<file path="config.mk">
export PLATFORM = sky130hd
export DESIGN_NAME = vehicle_crash_interlock_fsm
export DESIGN_NICKNAME = d
export VERILOG_FILES = /design/src/vci_pkg.sv /design/src/vci_cfg_regs.sv /design/src/vci_in_stage.sv /design/src/vci_core.sv /design/src/vehicle_crash_interlock_fsm.sv
export SDC_FILE = /design/constraint.sdc
export NUM_CORES = 2
export LEC_CHECK = 0
export ABC_CLOCK_PERIOD_IN_PS = 18500
export BUFFER_PORTS_ARGS = -buffer_cell sky130_fd_sc_hd__buf_2
export CAP_MARGIN = 30
export CORE_MARGIN = 4
export CORE_UTILIZATION = 35
export CTS_BUF_LIST = sky130_fd_sc_hd__clkbuf_8
export DETAILED_ROUTE_END_ITERATION = 7
export PLACE_DENSITY_LB_ADDON = 0.1
export SLEW_MARGIN = 20
export SYNTH_ARGS = -nofsm -noshare
export SYNTH_HDL_FRONTEND = slang
export SYNTH_HIERARCHICAL = 1
export SYNTH_SLANG_ARGS = --single-unit
</file>
<file path="constraint.sdc">
create_clock -name clk -period 18.5 [get_ports clk]
set_input_delay 1.85 -clock clk [delete_from_list [all_inputs] [get_ports clk]]
set_output_delay 1.85 -clock clk [all_outputs]
set_load 0.02 [all_outputs]
</file>
<file path="src/vci_pkg.sv">
`default_nettype none

package vci_pkg;

  localparam int unsigned CountW   = 10;
  localparam int unsigned AccelW   = 16;
  localparam int unsigned SquareW  = 2 * AccelW - 1;
  localparam int unsigned ThreshW  = 33;
  localparam int unsigned TicksW   = 16;
  localparam int unsigned SecondsW = 8;

  localparam int unsigned InDataW  = 80;
  localparam int unsigned InUserW  = 3;
  localparam int unsigned OutDataW = 24;
  localparam int unsigned CfgIdxW  = 3;
  localparam int unsigned CfgDataW = ThreshW;

  // Reset values of the configuration registers and the countdown
  localparam logic [CountW-1:0]   TempLimitRst   = 10'd174;
  localparam logic [CountW-1:0]   LoadLimitRst   = 10'd800;
  localparam logic [CountW-1:0]   PressureMinRst = 10'd300;
  localparam logic [ThreshW-1:0]  ImpactSqRst    = 33'd5435817984;
  localparam logic [SecondsW-1:0] CountdownRst   = 8'd60;
  localparam logic [TicksW-1:0]   AuthRetryRst   = 16'd10000;
  localparam logic [TicksW-1:0]   SecondTicksRst = 16'd1000;

  typedef enum logic [2:0] {
    ACT_TICK     = 3'd0,
    ACT_ID_OK    = 3'd1,
    ACT_ID_FAIL  = 3'd2,
    ACT_PHONE_OK = 3'd3,
    ACT_PHONE_LOST = 3'd4,
    ACT_DIAG     = 3'd5,
    ACT_ACCEL    = 3'd6
  } act_t;

  typedef enum logic [CfgIdxW-1:0] {
    CFG_TEMP_LIMIT   = 3'd0,
    CFG_LOAD_LIMIT   = 3'd1,
    CFG_PRESSURE_MIN = 3'd2,
    CFG_IMPACT_SQ    = 3'd3,
    CFG_COUNTDOWN    = 3'd4,
    CFG_AUTH_RETRY   = 3'd5,
    CFG_SECOND_TICKS = 3'd6
  } cfg_idx_t;

  typedef enum logic [1:0] {
    FAULT_NONE     = 2'd0,
    FAULT_OVERHEAT = 2'd1,
    FAULT_OVERLOAD = 2'd2,
    FAULT_PRESSURE = 2'd3
  } fault_t;

  typedef struct packed {
    logic [CountW-1:0]   temp_limit_raw;
    logic [CountW-1:0]   load_max;
    logic [CountW-1:0]   pressure_min;
    logic [ThreshW-1:0]  impact_threshold_sq;
    logic [SecondsW-1:0] countdown_start;
    logic [TicksW-1:0]   auth_retry_ms;
    logic [TicksW-1:0]   second_ticks;
  } cfg_t;

  // One registered input item, with the squares already formed
  typedef struct packed {
    act_t               action;
    logic [CountW-1:0]  pressure;
    logic [CountW-1:0]  load;
    logic [CountW-1:0]  temp_raw;
    logic [SquareW-1:0] sq_x;
    logic [SquareW-1:0] sq_y;
    logic [SquareW-1:0] sq_z;
  } item_t;

  typedef struct packed {
    logic [2:0]          mode;
    logic                relay_on;
    logic                request_auth;
    fault_t              diag_fault;
    logic                phone_warning;
    logic [SecondsW-1:0] seconds_left;
    logic                dispatch;
  } result_t;

endpackage

`default_nettype wire

</file>
<file path="src/vci_cfg_regs.sv">
`default_nettype none

module vci_cfg_regs
  import vci_pkg::*;
(
  input  wire logic                clk,
  input  wire logic                rst_n,
  input  wire logic                cfg_we,
  input  wire logic [CfgIdxW-1:0]  cfg_index,
  input  wire logic [CfgDataW-1:0] cfg_wdata,
  output cfg_t                     cfg
);

  cfg_t cfg_r;

  always_ff @(posedge clk) begin
    if (!rst_n) begin
      cfg_r.temp_limit_raw      <= TempLimitRst;
      cfg_r.load_max            <= LoadLimitRst;
      cfg_r.pressure_min        <= PressureMinRst;
      cfg_r.impact_threshold_sq <= ImpactSqRst;
      cfg_r.countdown_start     <= CountdownRst;
      cfg_r.auth_retry_ms       <= AuthRetryRst;
      cfg_r.second_ticks        <= SecondTicksRst;
    end else if (cfg_we) begin
      case (cfg_idx_t'(cfg_index))
        CFG_TEMP_LIMIT:   cfg_r.temp_limit_raw      <= cfg_wdata[CountW-1:0];
        CFG_LOAD_LIMIT:   cfg_r.load_max            <= cfg_wdata[CountW-1:0];
        CFG_PRESSURE_MIN: cfg_r.pressure_min        <= cfg_wdata[CountW-1:0];
        CFG_IMPACT_SQ:    cfg_r.impact_threshold_sq <= cfg_wdata[ThreshW-1:0];
        CFG_COUNTDOWN:    cfg_r.countdown_start     <= cfg_wdata[SecondsW-1:0];
        CFG_AUTH_RETRY:   cfg_r.auth_retry_ms       <= cfg_wdata[TicksW-1:0];
        CFG_SECOND_TICKS: cfg_r.second_ticks        <= cfg_wdata[TicksW-1:0];
        default: ;
      endcase
    end
  end

  assign cfg = cfg_r;

endmodule

`default_nettype wire

</file>
<file path="src/vci_in_stage.sv">
`default_nettype none

module vci_in_stage
  import vci_pkg::*;
(
  input  wire logic               clk,
  input  wire logic               rst_n,
  input  wire logic               in_tvalid,
  output logic                    in_tready,
  input  wire logic [InDataW-1:0] in_tdata,
  input  wire logic [InUserW-1:0] in_tuser,
  input  wire logic               advance,
  output logic                    item_valid,
  output item_t                   item
);

  logic  valid_r;
  item_t item_r;
  item_t item_nxt;
  logic signed [2*AccelW-1:0] prod_x, prod_y, prod_z;

  assign prod_x = $signed(in_tdata[45:30]) * $signed(in_tdata[45:30]);
  assign prod_y = $signed(in_tdata[61:46]) * $signed(in_tdata[61:46]);
  assign prod_z = $signed(in_tdata[77:62]) * $signed(in_tdata[77:62]);

  always_comb begin
    item_nxt.action   = act_t'(in_tuser);
    item_nxt.pressure = in_tdata[9:0];
    item_nxt.load     = in_tdata[19:10];
    item_nxt.temp_raw = in_tdata[29:20];
    item_nxt.sq_x     = prod_x[SquareW-1:0];
    item_nxt.sq_y     = prod_y[SquareW-1:0];
    item_nxt.sq_z     = prod_z[SquareW-1:0];
  end

  // Take a new transaction whenever the register is empty or the held one leaves this cycle
  assign in_tready = !valid_r || advance;

  always_ff @(posedge clk) begin
    if (!rst_n) begin
      valid_r <= 1'b0;
    end else if (in_tready) begin
      valid_r <= in_tvalid;
    end
  end

  always_ff @(posedge clk) begin
    if (in_tvalid && in_tready) begin
      item_r <= item_nxt;
    end
  end

  assign item_valid = valid_r;
  assign item       = item_r;

endmodule

`default_nettype wire

</file>
<file path="src/vci_core.sv">
`default_nettype none

module vci_core
  import vci_pkg::*;
(
  input  wire logic  clk,
  input  wire logic  rst_n,
  input  wire cfg_t  cfg,
  input  wire logic  item_valid,
  input  wire item_t item,
  output logic       advance,
  output logic       out_valid,
  input  wire logic  out_ready,
  output result_t    result
);

  typedef enum logic [2:0] {
    MODE_WAIT  = 3'd0,
    MODE_DIAG  = 3'd1,
    MODE_TRAN  = 3'd2,
    MODE_CRASH = 3'd3,
    MODE_HALT  = 3'd4
  } mode_t;

  mode_t               mode_r, mode_nxt;
  logic                identity_ok_r, identity_ok_nxt;
  logic                phone_ok_r, phone_ok_nxt;
  logic [TicksW-1:0]   retry_elapsed_r, retry_elapsed_nxt;
  logic [TicksW-1:0]   second_elapsed_r, second_elapsed_nxt;
  logic [SecondsW-1:0] countdown_r, countdown_nxt;
  logic                relay_r, relay_nxt;
  logic                out_valid_r;
  result_t             result_r, result_nxt;

  logic                req, warn, disp;
  fault_t              fault;
  logic [TicksW-1:0]   sec_inc;
  logic [SecondsW-1:0] cd_dec;
  logic [ThreshW-1:0]  mag_sq;
  logic                take;

  assign advance = !out_valid_r || out_ready;
  assign take    = item_valid && advance;

  assign mag_sq = {2'b00, item.sq_x} + {2'b00, item.sq_y} + {2'b00, item.sq_z};
  assign sec_inc = (second_elapsed_r == {TicksW{1'b1}}) ? second_elapsed_r
                                                        : second_elapsed_r + 1'b1;
  assign cd_dec = (countdown_r != '0) ? countdown_r - 1'b1 : countdown_r;

  always_comb begin
    mode_nxt           = mode_r;
    identity_ok_nxt    = identity_ok_r;
    phone_ok_nxt       = phone_ok_r;
    retry_elapsed_nxt  = retry_elapsed_r;
    second_elapsed_nxt = second_elapsed_r;
    countdown_nxt      = countdown_r;
    relay_nxt          = relay_r;
    req   = 1'b0;
    warn  = 1'b0;
    disp  = 1'b0;
    fault = FAULT_NONE;

    if (mode_r != MODE_HALT) begin
      case (item.action)
        ACT_TICK: begin
          if (mode_r == MODE_WAIT) begin
            if (retry_elapsed_r >= cfg.auth_retry_ms) begin
              req               = 1'b1;
              retry_elapsed_nxt = '0;
            end else begin
              retry_elapsed_nxt = retry_elapsed_r + 1'b1;
            end
          end else if (mode_r == MODE_CRASH) begin
            if (sec_inc >= cfg.second_ticks) begin
              second_elapsed_nxt = '0;
              countdown_nxt      = cd_dec;
              if (cd_dec == '0) begin
                disp      = 1'b1;
                relay_nxt = 1'b0;
                mode_nxt  = MODE_HALT;
              end
            end else begin
              second_elapsed_nxt = sec_inc;
            end
          end
        end
        ACT_ID_OK:    identity_ok_nxt = 1'b1;
        ACT_ID_FAIL:  identity_ok_nxt = 1'b0;
        ACT_PHONE_OK: phone_ok_nxt    = 1'b1;
        ACT_PHONE_LOST: begin
          phone_ok_nxt = 1'b0;
          warn         = (mode_r == MODE_TRAN);
        end
        ACT_DIAG: begin
          if (mode_r == MODE_DIAG) begin
            if (item.temp_raw > cfg.temp_limit_raw) begin
              fault = FAULT_OVERHEAT;
            end else if (item.load > cfg.load_max) begin
              fault = FAULT_OVERLOAD;
            end else if (item.pressure < cfg.pressure_min) begin
              fault = FAULT_PRESSURE;
            end else begin
              relay_nxt = 1'b1;
              mode_nxt  = MODE_TRAN;
            end
          end
        end
        ACT_ACCEL: begin
          if (mode_r == MODE_TRAN && mag_sq >= cfg.impact_threshold_sq) begin
            relay_nxt          = 1'b0;
            countdown_nxt      = cfg.countdown_start;
            second_elapsed_nxt = '0;
            mode_nxt           = MODE_CRASH;
          end
        end
        default: ;
      endcase
      if (mode_nxt == MODE_WAIT && identity_ok_nxt && phone_ok_nxt) begin
        mode_nxt = MODE_DIAG;
      end
    end

    result_nxt.mode          = mode_nxt;
    result_nxt.relay_on      = relay_nxt;
    result_nxt.request_auth  = req;
    result_nxt.diag_fault    = fault;
    result_nxt.phone_warning = warn;
    result_nxt.seconds_left  = countdown_nxt;
    result_nxt.dispatch      = disp;
  end

  always_ff @(posedge clk) begin
    if (!rst_n) begin
      mode_r           <= MODE_WAIT;
      identity_ok_r    <= 1'b0;
      phone_ok_r       <= 1'b0;
      retry_elapsed_r  <= '0;
      second_elapsed_r <= '0;
      countdown_r      <= CountdownRst;
      relay_r          <= 1'b0;
      out_valid_r      <= 1'b0;
    end else begin
      if (take) begin
        mode_r           <= mode_nxt;
        identity_ok_r    <= identity_ok_nxt;
        phone_ok_r       <= phone_ok_nxt;
        retry_elapsed_r  <= retry_elapsed_nxt;
        second_elapsed_r <= second_elapsed_nxt;
        countdown_r      <= countdown_nxt;
        relay_r          <= relay_nxt;
      end
      if (advance) begin
        out_valid_r <= item_valid;
      end
    end
  end

  always_ff @(posedge clk) begin
    if (take) begin
      result_r <= result_nxt;
    end
  end

  assign out_valid = out_valid_r;
  assign result    = result_r;

endmodule

`default_nettype wire

</file>
<file path="src/vehicle_crash_interlock_fsm.sv">
// Start and crash interlock: one result transaction for every input transaction, in order.
// An item is held in the input register, is decoded there against the held mode and
// counters, and its result lands in the output register; one item is taken every cycle
// while the result side keeps up, and the rate is set by the single decode step between
// those two registers, which also updates the state. The three accelerometer squares
// are formed as an item enters and are held in the input register, leaving one add and
// compare for the crash check. Configuration writes take effect at once and must be
// made while no item is in flight.
`default_nettype none

module vehicle_crash_interlock_fsm
  import vci_pkg::*;
(
  input  wire logic                clk,
  input  wire logic                rst_n,
  // Input transactions
  input  wire logic                in_tvalid,
  output logic                     in_tready,
  // pressure[9:0], load[19:10], temp_raw[29:20], accel_x[45:30],
  // accel_y[61:46], accel_z[77:62], zero pad[79:78]
  input  wire logic [InDataW-1:0]  in_tdata,
  // action[2:0]
  input  wire logic [InUserW-1:0]  in_tuser,
  // Result transactions
  output logic                     out_tvalid,
  input  wire logic                out_tready,
  // mode[2:0], relay_on[3], request_auth[4], diag_fault[6:5],
  // phone_warning[7], seconds_left[15:8], dispatch[16], zero pad[23:17]
  output logic [OutDataW-1:0]      out_tdata,
  // Configuration writes
  input  wire logic                cfg_we,
  input  wire logic [CfgIdxW-1:0]  cfg_index,
  input  wire logic [CfgDataW-1:0] cfg_wdata
);

  cfg_t    cfg;
  item_t   item;
  result_t result;
  logic    item_valid;
  logic    advance;

  // Limits, threshold and timing registers
  vci_cfg_regs u_cfg (
    .clk       (clk),
    .rst_n     (rst_n),
    .cfg_we    (cfg_we),
    .cfg_index (cfg_index),
    .cfg_wdata (cfg_wdata),
    .cfg       (cfg)
  );

  // Hold the accepted transaction and its squared accelerations
  vci_in_stage u_in (
    .clk        (clk),
    .rst_n      (rst_n),
    .in_tvalid  (in_tvalid),
    .in_tready  (in_tready),
    .in_tdata   (in_tdata),
    .in_tuser   (in_tuser),
    .advance    (advance),
    .item_valid (item_valid),
    .item       (item)
  );

  // Decode the held item, advance the interlock state and register the result
  vci_core u_core (
    .clk        (clk),
    .rst_n      (rst_n),
    .cfg        (cfg),
    .item_valid (item_valid),
    .item       (item),
    .advance    (advance),
    .out_valid  (out_tvalid),
    .out_ready  (out_tready),
    .result     (result)
  );

  // Pack the result, mode in the lowest bits, pad to whole bytes
  assign out_tdata = {{(OutDataW - $bits(result_t)){1'b0}},
                      result.dispatch,
                      result.seconds_left,
                      result.phone_warning,
                      result.diag_fault,
                      result.request_auth,
                      result.relay_on,
                      result.mode};

endmodule

`default_nettype wire
</file>
**Word level (Yosys, flattened, before mapping)**

Cells that the tools add are included.

- Add/subtract/negate cells: 5
- Multipliers: 3
- Div/mod/pow operators: 0
- Magnitude comparators: 6
- Eq/ne operators: 20
- Shift operators: 0
- Muxes and demuxes: 47
- Bitwise operators: 6
- Reductions and logical operators: 31

Operators by type and width:

| kind | count |
|---|---|
| $mux W16 | 6 |
| $mul A16 B16 Y31 | 3 |
| $mux W8 | 6 |
| $mux W3 | 12 |
| $add A33 B31 Y33 | 1 |
| $ge A33 B33 Y1 | 1 |
| $add A16 B1 Y16 const B | 2 |
| $add A31 B31 Y32 | 1 |
| $ge A16 B16 Y1 | 2 |
| $pmux W16 S2 | 1 |
| $gt A10 B10 Y1 | 2 |
| $eq A3 B2 Y1 const B | 6 |
| $eq A3 B3 Y1 const B | 6 |
| $reduce_and A2 Y1 | 9 |
| $eq A16 B16 Y1 const B | 1 |
| $pmux W8 S2 | 1 |
| $mux W1 | 15 |
| $logic_not A3 Y1 | 4 |
| $lt A10 B10 Y1 | 1 |
| $eq A3 B1 Y1 const B | 3 |
| $pmux W3 S3 | 1 |
| $logic_not A8 Y1 | 1 |
| $reduce_bool A8 Y1 | 1 |
| $sub A8 B1 Y8 const B | 1 |
| other kinds (16) | 31 |

- Register bits: 294
- Bits in latches: 0
- Bits in writable memories: 0
- Memory bits (read-only): 0
- Input port bits: 124
- Output and inout port bits: 26
- Logic and storage cells: 149
- Memories: 0

**Longest topological paths before layout**

- Depth after elaboration: 14
- Depth in mapped cells: 29
- Mapped depth without buffers: 28

**Modules after synthesis**

The synthesis kept the hierarchy.

Modules (own cells, without submodules):

| module | instances | cells an instance | area each (um2) | sequential area each (um2) |
|---|---|---|---|---|
| vci_in_stage | 1 | 3021 | 29862.4 | 3713.6 |
| vci_core | 1 | 1229 | 9317.7 | 1451.4 |
| vci_cfg_regs | 1 | 395 | 4016.4 | 2062.0 |
| vehicle_crash_interlock_fsm | 1 | 8 | 56.3 | 0.0 |

**Least setup slack after synthesis**

OpenSTA, ideal clock, no wires.

- Kind: input to register
- From: input port in_tdata[45]
- To: register u_in.item_r (netlist bit u_in/item[91]), data pin
- Arrival: 7.642 ns
- Setup slack: 10.599 ns
- Cell stages on the path: 24
- Buffers on the path: 3
- Path through: clkbuf_1 -> inv_1 -> buf_1 -> nor2_1 -> fa_1 -> inv_1 -> fa_1 -> inv_1 -> fa_1 -> fa_1 -> fa_1 -> inv_1 -> fa_1 -> inv_1 -> ha_1 -> buf_4 -> a21o_1 -> a21o_1 -> a21o_1 -> a21oi_1 -> o21ai_0 -> a211o_1 -> a21oi_1 -> xnor2_1

- Longest elaborated chain between the ends: 1

Ends and longest elaborated chain:

| element | RTL line | RTL |
|---|---|---|
| start, declared | vehicle_crash_interlock_fsm.sv:21 | `input wire logic [InDataW-1:0] in_tdata,` |
| $mul A16 B16 Y31 | vci_in_stage.sv:22 | `assign prod_x = $signed(in_tdata[45:30]) * $signed(in_tdata[45:30]);` |
| named net u_in.prod_x[29] | vci_in_stage.sv:20 | `logic signed [2*AccelW-1:0] prod_x, prod_y, prod_z;` |
| end signal, assigned | vci_in_stage.sv:49 | `item_r <= item_nxt;` |
| end, declared | vci_in_stage.sv:18 | `item_t item_r;` |

The timed path passes the listed nets, and every way through them passes these cells.
A chain may end at the register's enable or synchronous reset.

**Worst setup path after layout**

- From: input port in_tdata[45]
- To: register u_in.item_r (netlist bit u_in/item[92]), data pin

The elaborated chain is that of the path after synthesis.

==> metrics.yaml <==
synth:
  ys.flop_type: "dfxtp_1"
  synth_top_area_share_pct: 31.8
  synth-seq-area-share_pct: 16.7
  ys_top_cells_by_area: "fa_1 32%, ha_1 12%, edfxtp_1 9.7%, inv_1 9.4%, dfxtp_1 7.0%"
  synth_edf_count: 140
  netlist-cell-type-count: 99
  syn_area_sq_mm: 0.0433
  synth_async_sr_flop_share_pct: 0
  yosys_warnings: 6
  synth_largest_area_cell: "fa_1"
  syn_avg_cell_area_sq_um: 9.30
  synth_seq_cells: 291
  syn_inst: 4653
drt:
  num_vias: 30208
  wl_per_cell_microns: 16.7
  routed_wl_mm: 107
  routed_via_density: 4.72
  first_pass_iters: 5
  final_antenna_net_count: 0
  drt_iter0_drc: 1351
  drc: 0
clock_tree:
  cts.clk_slew.worst_paths_ps: 60
  ctsHoldBuffers: 0
  cts-root-buf: "clkbuf_8"
  cts_tree: "done"
  clk-insertion-delay-late_ps: 660
  cts.sinks: 291
  htreeDepth: 2
  clock_path_buffers: 3
  cts_made_buffers: 57
  post_cts_resized: 0
  post_cts_buffers: 0
sta:
  fin_setup_tns_ps: 0
  slew_headroom_pct: 38.7
  rsz0062_at_grt: "no"
  setup_viol: 0
  period_share_pct: 43.0
  hold_viol: 0
  drv_slew: 0
  fin_skew_ps: 37.9
  layout_setup_ws_ps: 10540
  fmax_ghz: 0.126
  worst_pin_slew_ps: 920
  period_needed_ps: 7960
worst_setup_path:
  critPathLaunchType: "primary input"
  worstPathArrival_ps: 8390
  endpoint_kind: "flop"
  critPathMaxFanout: 19
  critPathKind: "in2reg"
  worstPathRequired_ps: 18920
floorplanning:
  fp.dieArea_sq_mm: 0.129
  rows: 128
  die_h_microns: 360
  core-area_sq_mm: 0.122
  start_util_pct: 35.4
  die_width_microns: 360
  ios: 150
grt:
  grt_start_max_net_pins: 104
  grt_pass1_wl_mm: 177
  grt_pass1_vias: 32738
  antenna_found_initial: 2
  grt_use_total_pct: 16.9
  grt-ovfl-total: 0
final_layout:
  syn_to_final_growth_pct: 8.16
  layout_common_cells: "1,105 x inv_1, 688 x fa_1, 460 x nand2_1, 415 x ha_1, 193 x nor2_1"
  drive_above_1_share_pct: 6.34
  final_common_cell: "inv_1"
  layout.nets: 5957
min_path:
  hold_class: "reg2reg"
outcome:
  outcome: "finished clean"
placement:
  port_buffers: 140
  place.gp.congestion: 0.819
  dpl.hpwl_mm: 88.0
  pre_cts_slack_ps: 9850
flow_run:
  max_cap_violations: 0
[per-layer routing]
| layer | wire, microns | global-route usage [%] |
|---|---|---|
| met5 | 0 | 0 |
| met4 | 2180 | 3.36 |
| met3 | 2660 | 1.47 |
| met2 | 53200 | 29.8 |
| met1 | 48800 | 22.7 |
[registers in the layout (all words and copies together) (netlist names)]
signal,count
u_cfg/cfg,103
u_core/out_valid,1
u_core/retry_elapsed_r,16
u_core/relay_r,1
u_core/countdown_r,8
u_core/second_elapsed_r,16
u_core/result,17
u_core/identity_ok_r,1
u_core/phone_ok_r,1
u_in/item_valid,1
u_core/mode_r,3
u_in/item,123
[cells by family after synthesis]
kind of cell	Yosys count	synth area share, %
AO/OA/AOI/OAI	572	8.98
flip-flops	291	16.7
adder cells (fa/ha/maj)	1103	43.8
buffers and inverters	1235	10.9
other	2	0.0174
AND/OR/NAND/NOR	1118	12.4
XOR/XNOR	205	4.15
multiplexers	127	2.96
[layout make-up]
| cell class | count | area (sq um) |
|---|---|---|
| Clock buffer | 61 | 840 |
| Tap cell | 1625 | 2030 |
| Timing Repair Buffer | 156 | 868 |
| Multi-Input combinational cell | 3135 | 31300 |
| Inverter | 1089 | 4090 |
| Antenna cell | 1 | 2.50 |
| Fill cell | 12566 | 75400 |
| Sequential cell | 291 | 7230 |
| Clock inverter | 45 | 389 |
[Yosys cell counts (all sizes together), types with 8 or more instances]
library cell and instances:
nor2 197, fa 688, o31ai 15, or3 13, nand2 461, clkbuf 108
nor2b 73, a31o 11, xnor2 143, nor4 9, buf 38, o21a 25
edfxtp 140, ha 415, nand4 35, a311oi 10, or2 12, o21bai 26
a211oi 25, nand3 61, xor2 62, a211o 8, nand2b 23, inv 1088
dfxtp 151, o21ai 95, a21o 94, nor3 37, o211ai 23, and2 131
and3 28, a31oi 14, mux2i 120, a21oi 146, o221ai 8
[through the flow]
step / area [sq um] / utilization [%] / hold WS, ps / std cells
global placement: 45500 / 37.2 / 443 / 6291
CTS: 46700 / 38.2 / 458 / 6400
global route: 46800 / 38.3 / 474 / 6403
detailed placement: 45500 / 37.2 / 448 / 6294
floorplan: 43300 / - / 435 / 4661
finish: 46800 / 38.3 / 455 / 6403
[path summary, 6_finish.rpt]
kind | from | endpoint | slack [ps] | cells after the start
worst max-delay path | in_tdata[45] | u_in/item[92] | 10540 | 20
worst min-delay path | u_cfg/cfg[68] | u_cfg/cfg[68] | 460 | 2
worst max register to register | u_in/item[67] | u_core/result[6] | 10620 | 25
worst min register to register | u_cfg/cfg[68] | u_cfg/cfg[68] | 460 | 2
[critical path: stages]
cell and delay, ps:
buf_2 240, inv_1 500, nor2_1 130, fa_1 710
inv_1 110, fa_1 690, inv_1 230, fa_1 510
fa_1 500, fa_1 490, inv_1 50, fa_1 470
inv_1 40, ha_1 410, nand4_1 260, nor2_1 170
nand3_1 200, a21o_2 270, and3_2 180, a311oi_2 340
Power is left out: the tool's default activity adds up to more than one toggle a clock period on the data nets, which glitch-free logic cannot reach.
